<file path="config.mk">
export PLATFORM = sky130hd
export DESIGN_NAME = imm_mac
export DESIGN_NICKNAME = d
export VERILOG_FILES = /design/src/design/assert_macros.svh /design/src/design/imm_pkg.sv /design/src/design/imm_mac.sv
export SDC_FILE = /design/constraint.sdc
export NUM_CORES = 1
export LEC_CHECK = 0
export ABC_AREA = 1
export BUFFER_PORTS_ARGS = -buffer_cell sky130_fd_sc_hd__buf_2
export CAP_MARGIN = 25
export CORE_AREA = 5 5 234 236
export CTS_BUF_LIST = sky130_fd_sc_hd__clkbuf_2
export CTS_CLUSTER_SIZE = 24
export DETAILED_ROUTE_END_ITERATION = 6
export DIE_AREA = 0 0 239 241
export SLEW_MARGIN = 0
export SYNTH_ARGS = -nofsm -noshare
export SYNTH_HDL_FRONTEND = slang
export SYNTH_SLANG_ARGS = --single-unit
</file>
<file path="constraint.sdc">
create_clock -name clk_i -period 2.3 [get_ports clk_i]
set_input_delay 0.115 -clock clk_i [delete_from_list [all_inputs] [get_ports clk_i]]
set_output_delay 0.115 -clock clk_i [all_outputs]
set_load 0.005 [all_outputs]
</file>
<file path="src/design/assert_macros.svh">
// ----------------------------------------------------------------------------
// Assertion macros
// Shared concurrent assertion helpers, clocked on clk_i, off during reset.
// ----------------------------------------------------------------------------
`ifndef ASSERT_MACROS_SVH
`define ASSERT_MACROS_SVH

// property must hold at every clock edge outside reset
`define ASSERT_CLK(label, prop, msg) \
  label: assert property (@(posedge clk_i) disable iff (!rst_ni) (prop)) else $error(msg);

// condition must never be seen
`define ASSERT_NEVER(label, cond, msg) \
  `ASSERT_CLK(label, !(cond), msg)

`endif

</file>
<file path="src/design/imm_pkg.sv">
// ----------------------------------------------------------------------------
// imm_pkg
// Types, constants and helpers shared by the integer matrix multiply block.
// ----------------------------------------------------------------------------
package imm_pkg;

  localparam int MAX_DIM      = 16;
  localparam int ELEMENT_BITS = 16;
  localparam int WORD_W       = 32;
  localparam int CFG_W        = 5;
  localparam int DIM_W        = $clog2(MAX_DIM);
  localparam int ADDR_W       = 2 * DIM_W;
  localparam int DEPTH        = MAX_DIM * MAX_DIM;

  typedef enum logic [1:0] {
    CMD_LOAD_A   = 2'd0,
    CMD_LOAD_B   = 2'd1,
    CMD_MULTIPLY = 2'd2,
    CMD_READ     = 2'd3
  } cmd_e;

  typedef enum logic [1:0] {
    CFG_ROWS_A    = 2'd0,
    CFG_INNER_DIM = 2'd1,
    CFG_COLS_B    = 2'd2
  } cfg_idx_e;

  typedef enum logic [1:0] {
    ST_IDLE,
    ST_MULT,
    ST_DRAIN
  } state_e;

  // one MAC beat travelling down the pipeline
  typedef struct packed {
    logic              valid;
    logic              first;
    logic              last;
    logic              zero;
    logic [ADDR_W-1:0] idx;
  } beat_t;

  // product store write
  typedef struct packed {
    logic              we;
    logic [ADDR_W-1:0] addr;
    logic [WORD_W-1:0] data;
  } pwr_t;

  // register value 0 acts as 1, anything above MAX_DIM as MAX_DIM
  function automatic logic [DIM_W:0] eff_size(input logic [CFG_W-1:0] value);
    logic [DIM_W:0] res;
    if (value == '0) begin
      res = (DIM_W+1)'(1);
    end else if (32'(value) > MAX_DIM) begin
      res = (DIM_W+1)'(MAX_DIM);
    end else begin
      res = (DIM_W+1)'(value);
    end
    return res;
  endfunction

endpackage

</file>
<file path="src/design/imm_mac.sv">
// ----------------------------------------------------------------------------
// imm_mac
// Multiply and accumulate stages: registered product, then running sum that
// is written to the product store on the last beat of each element.
// ----------------------------------------------------------------------------
module imm_mac (
  input  logic                                 clk_i,
  input  logic                                 rst_ni,
  input  imm_pkg::beat_t                       beat_i,
  input  logic [imm_pkg::ELEMENT_BITS-1:0]     a_i,
  input  logic [imm_pkg::ELEMENT_BITS-1:0]     b_i,
  output imm_pkg::pwr_t                        wr_o,
  output logic                                 busy_o
);

  localparam int EXT_W = imm_pkg::WORD_W - imm_pkg::ELEMENT_BITS;

  logic signed [imm_pkg::WORD_W-1:0] a_ext, b_ext, mul;
  imm_pkg::beat_t                    beat_q;
  logic [imm_pkg::WORD_W-1:0]        prod_q;
  logic [imm_pkg::WORD_W-1:0]        acc_q, acc_d;

  assign a_ext = {{EXT_W{a_i[imm_pkg::ELEMENT_BITS-1]}}, a_i};
  assign b_ext = {{EXT_W{b_i[imm_pkg::ELEMENT_BITS-1]}}, b_i};
  assign mul   = a_ext * b_ext;

  always_ff @(posedge clk_i or negedge rst_ni) begin
    if (!rst_ni) begin
      beat_q <= '0;
    end else begin
      beat_q <= beat_i;
    end
  end

  always_ff @(posedge clk_i) begin
    prod_q <= beat_i.zero ? '0 : mul;
    if (beat_q.valid) begin
      acc_q <= acc_d;
    end
  end

  assign acc_d = beat_q.first ? prod_q : acc_q + prod_q;

  assign wr_o.we   = beat_q.valid && beat_q.last;
  assign wr_o.addr = beat_q.idx;
  assign wr_o.data = acc_d;
  assign busy_o    = beat_q.valid;

endmodule

</file>
# Word level (Yosys, flattened, before mapping)
# Cells that the tools add are included.
op_classes:
  n_eq_ne: 0
  shift: 0
  muxes: 1
  bitwise: 0
  mul: 1
  order_cmp: 0
  n_div: 0
  addsub: 1
  reduce_logical: 1
op_table:
  columns: ["op", "n"]
  rows:
  - ["adder 32 bit", 1]
  - ["multiplier 16 x 16 -> 32 bit", 1]
  - ["two-way mux 32 bit", 1]
  - ["logical AND 1 bit", 1]
word_totals:
  reg_bits: 75
  in_bits: 46
  romBits: 0
  ramBits: 0
  n_memories: 0
  wordCells: 10
  latchBits: 0
  output_inout_bits: 42

# Longest topological paths before layout
# Gate-level depths: netlist (run 1).
logic_depth:
  depth_word: 2
  mapped_depth: 27
  mapped_depth_nobuf: 25

# Least setup slack after synthesis (run 1)
# No wires, ideal clock.
synth_timing:
  path_type: "input to register"
  from: "input port b_i[6] in the netlist's numbering"
  to: "register prod_q[30] in the netlist's numbering"
  t_required_ns: 2.185
  path_buffers: 2
  slack_ns: -2.940
  path_stages: 20
  t_arrival_ns: 5.125
  setup_time_ns: 0.115
  path_cell_list: "clkbuf_1 > clkbuf_1 > nand2_1 > fa_1 > inv_1 > fa_1 > inv_1 > fa_1 > fa_1 > inv_1 > fa_1 > fa_1 > ha_1 > nand2_1 > nor3_1 > and2_1 > and2_1 > nand2_1 > a21oi_1 > nor2_1"
synth_between:
  elab_chain_cells: 1
synth_rtl:
  columns: ["element", "line", "rtl"]
  rows:
  - ["from (decl)", "imm_mac.sv:11", "input logic [imm_pkg::ELEMENT_BITS-1:0] b_i,"]
  - ["multiplier 16 x 16 -> 32 bit", "imm_mac.sv:25", "assign mul = a_ext * b_ext;"]
  - ["to (signal assigned)", "imm_mac.sv:36", "prod_q <= beat_i.zero ? '0 : mul;"]
  - ["to (decl)", "imm_mac.sv:20", "logic [imm_pkg::WORD_W-1:0] prod_q;"]
# No other way between the ends.
# A chain may end at the register's enable or synchronous reset.

# Worst setup path in the final report (run 1)
layout_timing:
  from: "input port b_i[2] in the netlist's numbering"
  to: "register prod_q[31] in the netlist's numbering"
# Same word-level chain as after synthesis.

==> results of run 1 <==
-- flip-flops by register name, summed over array words and instances, names as in the netlist --
register  cells
beat_q        2
prod_q       32
busy_o        1
acc_q        32
wr_o          8
-- layout by cell type, fill, tap and decap left out, drive strengths merged --
cell type,n
and3,1
inv,591
a31oi,1
nor3,13
nand3,82
clkinv,5
edfxtp,32
bufbuf,1
xor2,4
fa,263
o211ai,1
dfrtp,11
dlygate4sd3,15
buf,364
a21o,1
or2,15
clkbuf,9
and2,3
nor2,114
nand2,655
ha,113
a21oi,71
nand3b,6
o21a,5
dfxtp,32
nand4,15
xnor2,8
o21bai,8
o21ai,34
bufinv,1
clkinvlp,1
diode,1
-- what timing repair did --
| action | in CTS | in global routing |
|---|---|---|
| buffers inserted | 87 | 35 |
| resized for setup | 561 | 210 |
| endpoints found under the setup margin | 58 | 59 |
| hold buffers | 15 | 0 |
| gates cloned | 2 | 0 |
| endpoints found under the hold margin | 33 | 0 |
| pin swaps | 244 | 194 |
-- path summary, 6_finish.rpt --
path | start | endpoint | slack, ns
max in group asynchronous | rst_ni | beat_q[9] | 1.43
max | b_i[2] | prod_q[31] | -2.19
max reg2reg | acc_q[10] | acc_q[18] | 0.06
min in group asynchronous | rst_ni | wr_o[33] | 0.51
min reg2reg | prod_q[0] | acc_q[0] | 0.64
min | beat_i[1] | wr_o[33] | 0.17
-- final cells by class --
class	instances	area [µm²]
antenna	1	2.50
sequential	75	1890
fill	5043	29500
timing repair buffer	380	3460
multi-input combinational	1413	14200
clock buffer	9	45.0
tap	688	861
inverter	591	2250
clock inverter	7	67.6
-- cell families after synthesis --
kind of cell	after synthesis
adders and majority gates	376
AOI/OAI and AO/OA	121
xor gates and xnor gates	12
buffers and inverters	664
DFF	75
and+or+nand+nor	904
-- critical path: stages --
cell,delay (ns)
buf_12,0.12
nand2_4,0.07
inv_2,0.04
fa_2,0.54
fa_2,0.74
fa_1,0.50
fa_1,0.59
fa_1,0.45
fa_1,0.49
ha_4,0.31
buf_4,0.10
nand2_2,0.08
o21ai_0,0.35
a21oi_1,0.11
nand2_1,0.10
nor2_2,0.05
nand2_1,0.06
nand2_1,0.05
nor2_1,0.13
-- per-layer routing --
metal / routed length, µm / vias to the layer above / part of all wire [%] / global-route usage [%]
li1: - / 6889 / - / -
met1: 20600 / 7009 / 43 / 21.6
met2: 24300 / 284 / 51 / 29.8
met3: 1900 / 86 / 3.9 / 1.85
met4: 1180 / 0 / 2.5 / 4.05
met5: 0 / - / 0 / 0
-- stage by stage --
step / utilization [%] / cells / hold slack [ns] / setup slack (ns)
floorplan: - / 2152 / -0.181 / -2.55
global placement: 35.7 / 3019 / -0.0186 / -3.00
detailed placement: 35.7 / 3019 / -0.00407 / -3.01
CTS: 41.8 / 3138 / 0.0811 / -2.07
global route: 43.6 / 3164 / 0.117 / -2.28
finish: 43.6 / 3164 / 0.166 / -2.19
==> impl_metrics.env, run 1 <==
export IMPL_finalMaxSlewViolations=0
export IMPL_overflow=0
export IMPL_setup_violations=54
export IMPL_synth_most_common_cell="nand2_1"
export IMPL_synthAdderAreaFrac_pct=43.0
export IMPL_detail_route_antenna_nets=0
export IMPL_yosys_top_cells_count="652 x nand2_1, 589 x inv_1, 263 x fa_1"
export IMPL_synth_avg_cell_area_um2=7.21
export IMPL_synth_xor_area_share_pct=0.677
export IMPL_die_area_um2=57600
export IMPL_worstPathMaxFanout=8
export IMPL_setup_ws_ns=-2.19
export IMPL_cts_root_buffer_cell="clkbuf_2"
export IMPL_synth_simple_area_share_pct=23.6
export IMPL_placed_cell_area_um2=18600
export IMPL_cts_made_buffers=9
export IMPL_clk_pin_slew_ns=0.24
export IMPL_reg2reg_depth=14
export IMPL_dr_pass1_iters=5
export IMPL_dieWidth_um=239
export IMPL_min_path_cells=2
export IMPL_maxSlewHeadroom_pct=48.4
export IMPL_num_vias=14300
export IMPL_htreeDepth=3
export IMPL_core_um2=52200
export IMPL_final_min_clock_period_ns=4.49
export IMPL_status="complete, but fails checks"
export IMPL_ys_ff_latch=75
export IMPL_path_class="input port to flip-flop"
export IMPL_dp_hpwl_um=38200
export IMPL_netlist_cell_type_count=37
export IMPL_fin_setup_tns_ns=-57.66
export IMPL_syn_nets=2574
export IMPL_cp_end_kind="flip-flop"
export IMPL_startpoint_type="input port"
export IMPL_synth_compound_area_share_pct=4.30
export IMPL_viasPerCell=4.51
export IMPL_ys_top_cells_by_area="fa_1 34%, nand2_1 16%, inv_1 14%"
export IMPL_rsz0062_at_grt="yes"
export IMPL_yosysWarnings=0
export IMPL_synth_top_cell_area_share_pct=33.9
export IMPL_grt_pass1_vias=15300
export IMPL_yosysSeqAreaShare_pct=12.1
export IMPL_fin_area_um2=22800
export IMPL_cts_tree="yes"
export IMPL_area_delta_synth_final_pct=46.6
export IMPL_ios=88
export IMPL_synth_top_family_by_area="adder cells"
export IMPL_drtIter0Drc=604
export IMPL_synth_top_area_cell="fa_1"
export IMPL_synthArstFlopShare_pct=14.7
export IMPL_yosys_most_used_dff="edfxtp_1"
export IMPL_cts_sinks=75
export IMPL_wirelength_um=48100
export IMPL_clk_latency_ns=0.58
export IMPL_num_rows=84
export IMPL_grt_pass1_wl_um=77900
export IMPL_layout_drive_gt1_share_pct=39.3
export IMPL_worst_slew_pin_slew_ns=0.773
export IMPL_hold_violations=0
export IMPL_wl_per_cell_um=15.2
export IMPL_synthMuxAreaShare_pct=0
export IMPL_synth_edf_count=32
export IMPL_post_route_period_util_pct=195
export IMPL_die_y_um=241
export IMPL_syn_cell_area_um2=15500
export IMPL_grtUsageTotal_pct=16.6
export IMPL_remaining_drc_errors=0
export IMPL_start_util_pct=29.7
export IMPL_critical_path_required_ns=2.81
export IMPL_max_freq_mhz=223
export IMPL_hold_path_class="input port to flip-flop"
export IMPL_grt_max_degree=27
export IMPL_num_nets_final=2892
export IMPL_syn_inst=2152
export IMPL_clockBufferDepth=2
export IMPL_fin_skew_ns=0.0362
export IMPL_violations="negative setup slack"
export IMPL_gp_congestion=0.921
export IMPL_maxCapViolations=0
export IMPL_portBuffers=87
export IMPL_worstPathArrival_ns=5.00
export IMPL_antenna_found_initial=1
Power of run 1 is left out: the tool's default activity adds up to more than one toggle a clock period on the data nets, which glitch-free logic cannot reach.
==> run 2, diff against run 1 <==
- clock period: 2.3 -> 5.8 ns (I/O delays scaled with it)
==> run 2 against run 1 <==
Effect of this change:
- the flow now finishes without violations
- non-clock buffer count shrank 230
- global-route usage decreased by 1.6 points
- register-to-register slack better by 3.3 ns
- first-iteration DRC count grew 14%
- utilization decreased by 11 points
- via count decreased by 8.0%
- critical path depth rose by 2
- worst setup slack better by 2.5 ns
- worst hold slack worse by 0.045 ns
- critical endpoint is now prod_q[23]
- highest routed layer unchanged
==> impl_metrics.env, run 2 (synthesis gave the netlist of run 1 again) <==
export IMPL_die_y_um=241
export IMPL_die_area_um2=57600
export IMPL_cts_tree="yes"
export IMPL_htreeDepth=3
export IMPL_path_delay_family="adder cells"
export IMPL_portBuffers=87
export IMPL_wl_per_cell_um=14.4
export IMPL_dp_hpwl_um=36900
export IMPL_rsz0062_at_grt="no"
export IMPL_rr_startpoint="prod_q[0]"
export IMPL_ios=88
export IMPL_cpPeakStageDelay_ns=0.75
export IMPL_worstPathMaxFanout=9
export IMPL_dr_pass1_iters=7
export IMPL_layout_drive_gt1_share_pct=8.20
export IMPL_status="complete, no violations"
export IMPL_finalMaxSlewViolations=0
export IMPL_r2r_end="acc_q[16]"
export IMPL_clk_pin_slew_ns=0.22
export IMPL_worst_slew_pin_slew_ns=0.743
export IMPL_post_route_period_util_pct=94.6
export IMPL_hold_violations=0
export IMPL_overflow=0
export IMPL_maxSlewHeadroom_pct=50.4
export IMPL_cts_root_buffer_cell="clkbuf_2"
export IMPL_cp_end_kind="flip-flop"
export IMPL_num_nets_final=2662
export IMPL_hold_path_class="input port to asynchronous set/reset pin"
export IMPL_grt_pass1_wl_um=70600
export IMPL_worstPathArrival_ns=5.93
export IMPL_core_um2=52200
export IMPL_num_vias=13100
export IMPL_dieWidth_um=239
export IMPL_grt_pass1_vias=13900
export IMPL_cts_setup_buffers=0
export IMPL_start_util_pct=29.7
export IMPL_cts_made_buffers=9
export IMPL_final_min_clock_period_ns=5.49
export IMPL_drtIter0Drc=688
export IMPL_max_freq_mhz=182
export IMPL_crit_path_start="a_i[15]"
export IMPL_reg2reg_depth=11
export IMPL_wirelength_um=42200
export IMPL_r2r_setup_slack_ns=3.38
export IMPL_fin_util_pct=32.9
export IMPL_cts_sinks=75
export IMPL_area_delta_synth_final_pct=10.6
export IMPL_viasPerCell=4.47
export IMPL_crit_buf_inv=6
export IMPL_remaining_drc_errors=0
export IMPL_num_rows=84
export IMPL_fin_area_um2=17200
export IMPL_antenna_found_initial=1
export IMPL_path_class="input port to flip-flop"
export IMPL_detail_route_antenna_nets=0
export IMPL_fin_skew_ns=0.0572
export IMPL_clockBufferDepth=2
export IMPL_gp_congestion=0.920
export IMPL_final_common_cell="nand2_1"
export IMPL_path_cells="buf_2 -> nand2_1 -> inv_1 -> fa_1 -> fa_2 -> fa_1 -> fa_1 -> fa_1 -> inv_1 -> fa_1 -> inv_1 -> ha_1 -> nand2_1 -> buf_4 -> nor2_1 -> inv_1 -> nor2_1 -> nand4_1 -> nand3_1 -> o21ai_1 -> a21oi_1"
export IMPL_clk_latency_ns=0.60
export IMPL_critical_path_required_ns=6.24
export IMPL_placed_cell_area_um2=16900
export IMPL_whs_ns=0.121
export IMPL_cpMostUsedCell="fa_1"
export IMPL_startpoint_type="input port"
export IMPL_grtUsageTotal_pct=15.1
export IMPL_maxCapViolations=0
export IMPL_grt_max_degree=40
export IMPL_setup_violations=0
export IMPL_mostFrequentLayoutCells="652 x nand2_1, 589 x inv_1, 262 x fa_1"
export IMPL_critPathSlowestCell="fa_2"
run 2: cell count changes in the layout (fill, tap and decap cells not counted), sizes merged:
| cell | change |
|---|---|
| dlygate4sd3 | -1 |
| buf | -228 |
| clkinv | -2 |
| bufbuf | -1 |
| clkbuf | +1 |
| clkinvlp | +1 |
run 2: final cells by class:
| class | count | area, µm² |
|---|---|---|
| inverters | 591 | 2220 |
| well taps | 688 | 861 |
| multi-input cells | 1413 | 11100 |
| fillers | 5646 | 35100 |
| flip-flops and latches | 75 | 1880 |
| clock buffers | 10 | 50.0 |
| clock inverters | 6 | 66.3 |
| repair buffers | 150 | 981 |
| diodes | 1 | 2.50 |
run 2: timing repair:
action / 4_1_cts / 5_1_grt
setup endpoints to repair: 0 / 1
gates resized for setup: 0 / 1
hold buffers: 14 / 0
hold endpoints to repair: 28 / 0
run 2: worst max path at each step:
| stage | slack, ns | depth (start not counted) | endpoint |
|---|---|---|---|
| 2_1_floorplan | 0.39 | 20 | prod_q[30] |
| 3_3_place_gp | -0.36 | 21 | prod_q[23] |
| 3_5_place_dp | -0.38 | 21 | prod_q[23] |
| 4_1_cts | 0.27 | 21 | prod_q[23] |
| 5_1_grt | 0.06 | 21 | prod_q[23] |
| 6_report | 0.31 | 21 | prod_q[23] |
run 2: routing by layer:
| layer | global-route usage (%) | up-vias | routed length [µm] | share of wire (%) |
|---|---|---|---|---|
| met4 | 3.04 | 0 | 690 | 1.6 |
| met3 | 1.49 | 43 | 1730 | 4.1 |
| met2 | 26.9 | 277 | 20800 | 49 |
| met5 | 0 | - | 0 | 0 |
| li1 | - | 6408 | - | - |
| met1 | 20.0 | 6401 | 18900 | 45 |
run 2: through the flow:
| stage | setup slack, ns | cells | setup TNS, ns |
|---|---|---|---|
| after floorplan | 0.385 | 2152 | 0 |
| after global placement | -0.360 | 2902 | -0.423 |
| after detailed placement | -0.379 | 2902 | -0.611 |
| after CTS | 0.271 | 2932 | 0 |
| after global routing | 0.0629 | 2934 | 0 |
| final | 0.312 | 2934 | 0 |
run 2: worst register-to-register path, cell delays in order (launching register included):
cell      delay [ns]
dfxtp_1         0.39
ha_1            0.22
inv_1           0.07
fa_1            0.35
inv_1           0.16
nand3_1         0.09
nand3_1         0.21
nand2_1         0.11
a21oi_1         0.23
o21ai_0         0.12
nand3b_1        0.11
nand2_1         0.11
Power of run 2 is left out for the same reason.
==> run 3, diff against run 2 <==
- MAX_ROUTING_LAYER: not set -> met4
- clock period: 5.8 -> 6.1 ns (I/O delays scaled with it)
==> run 3 against run 2 <==
Effect of this change:
- via count down 0.26%
- sequential cell count unchanged
- routed wire length up 3.2%
- global-route usage up 1.1 points
- register-to-register slack better by 0.21 ns
- non-clock buffer count down 29
- sequential share of layout area up 0.16 points
- first-iteration DRC count up 7.6%
- design area down 1.4%
- worst hold slack worse by 0.052 ns
- clock-buffer cell count down 1
- critical endpoint is now prod_q[31]
==> impl_metrics.env, run 3 (synthesis gave the netlist of run 1 again) <==
export IMPL_max_freq_mhz=178
export IMPL_cpPeakStageDelay_ns=0.80
export IMPL_die_area_um2=57600
export IMPL_fin_area_um2=16900
export IMPL_dp_hpwl_um=37700
export IMPL_die_y_um=241
export IMPL_startpoint_type="input port"
export IMPL_fin_skew_ns=0.0464
export IMPL_worstPathArrival_ns=6.09
export IMPL_rsz0062_at_grt="no"
export IMPL_detail_route_antenna_nets=0
export IMPL_remaining_drc_errors=0
export IMPL_critPathSlowestCell="fa_1"
export IMPL_whs_ns=0.0694
export IMPL_drtIter0Drc=740
export IMPL_grt_pass1_wl_um=73200
export IMPL_maxSlewHeadroom_pct=51.1
export IMPL_critical_path_required_ns=6.59
export IMPL_path_cells="buf_2 -> nand2_1 -> fa_1 -> inv_1 -> fa_1 -> inv_1 -> fa_1 -> fa_1 -> fa_1 -> fa_1 -> inv_1 -> ha_1 -> nand2_1 -> nor2_1 -> nand2_1 -> nor3_1 -> nand2_1 -> inv_1 -> nor2_1 -> nand2_1 -> nand2_1 -> nor2_1"
export IMPL_worstPathMaxFanout=16
export IMPL_post_cts_resize_count=0
export IMPL_setup_violations=0
export IMPL_fillers=5675
export IMPL_cts_tree="yes"
export IMPL_cts_made_buffers=9
export IMPL_clk_pin_slew_ns=0.24
export IMPL_grt_max_degree=40
export IMPL_final_common_cell="nand2_1"
export IMPL_layout_drive_gt1_share_pct=7.04
export IMPL_post_route_period_util_pct=91.9
export IMPL_num_nets_final=2633
export IMPL_htreeDepth=3
export IMPL_hold_path_class="input port to flip-flop"
export IMPL_cp_end_kind="flip-flop"
export IMPL_ios=88
export IMPL_placed_cell_area_um2=16700
export IMPL_clockBufferDepth=2
export IMPL_overflow=0
export IMPL_finalMaxSlewViolations=0
export IMPL_fin_setup_tns_ns=0
export IMPL_cts_root_buffer_cell="clkbuf_2"
export IMPL_portBuffers=87
export IMPL_final_min_clock_period_ns=5.61
export IMPL_area_delta_synth_final_pct=9.05
export IMPL_mostFrequentLayoutCells="652 x nand2_1, 589 x inv_1, 263 x fa_1"
export IMPL_wl_per_cell_um=15.0
export IMPL_wirelength_um=43500
export IMPL_viasPerCell=4.51
export IMPL_core_um2=52200
export IMPL_antenna_found_initial=1
export IMPL_worst_slew_pin_slew_ns=0.732
export IMPL_num_rows=84
export IMPL_start_util_pct=29.7
export IMPL_path_class="input port to flip-flop"
export IMPL_grt_pass1_vias=14100
export IMPL_hold_violations=0
export IMPL_grtUsageTotal_pct=16.2
export IMPL_status="complete, no violations"
export IMPL_gp_congestion=0.928
export IMPL_cts_sinks=75
export IMPL_dr_pass1_iters=6
export IMPL_dieWidth_um=239
export IMPL_maxCapViolations=0
export IMPL_num_vias=13100
export IMPL_clk_latency_ns=0.56
[run 3: changes by cell type in the layout (fill, tap and decap cells not counted), sizes merged]
cell	change
buf	-27
clkbuf	-1
dlygate4sd3	-2
clkinvlp	-2
clkinv	+1
inv	+2
[run 3: final cells by class]
type	instances	area (µm²)	area share, %
inverter	591	2220	13.1
clock buffer	9	45.0	0.266
multi-input combinational	1413	11100	65.7
tap	688	861	5.09
timing repair buffer	121	733	4.33
clock inverter	7	73.8	0.436
antenna	1	2.50	0.0148
sequential	75	1880	11.1
[run 3: critical path: cells and delay by family]
kind	cells	cell delay (ns)
adders and majority gates	7	3.79
buffers and inverters	5	0.63
and+or+nand+nor	10	1.35
[run 3: through the flow]
step	instances	util, %	setup WS [ns]
3_5_place_dp	2875	31.9	-0.102
5_1_grt	2905	32.4	0.207
6_report	2905	32.4	0.494
4_1_cts	2903	32.4	0.536
3_3_place_gp	2875	31.9	-0.0323
2_1_floorplan	2152	-	0.670
[run 3: path summary, 6_finish.rpt]
check / start / slack, ns / cells past startpoint / endpoint
max in group asynchronous: rst_ni / 5.81 / 2 / wr_o[33]
min in group asynchronous: rst_ni / 0.09 / 2 / beat_q[10]
hold / removal: beat_i[8] / 0.07 / 2 / prod_q[0]
hold reg to reg: prod_q[0] / 0.60 / 2 / acc_q[0]
setup / recovery: b_i[5] / 0.49 / 22 / prod_q[31]
setup reg to reg: acc_q[0] / 3.59 / 11 / acc_q[16]
[run 3: repair_timing]
item / in CTS / in global routing
buffers inserted: 0 / 0
endpoints found under the setup margin: 0 / 0
hold buffers: 12 / 0
endpoints found under the hold margin: 22 / 0
[run 3: routing by layer]
| metal | global-route usage [%] | up-vias | share of wire [%] |
|---|---|---|---|
| met2 | 28.7 | 284 | 51 |
| met3 | 1.33 | 39 | 3.8 |
| met4 | 2.56 | 0 | 1.3 |
| met5 | - | - | 0 |
| met1 | 20.8 | 6423 | 44 |
| li1 | - | 6349 | - |
Power of run 3 is left out for the same reason.
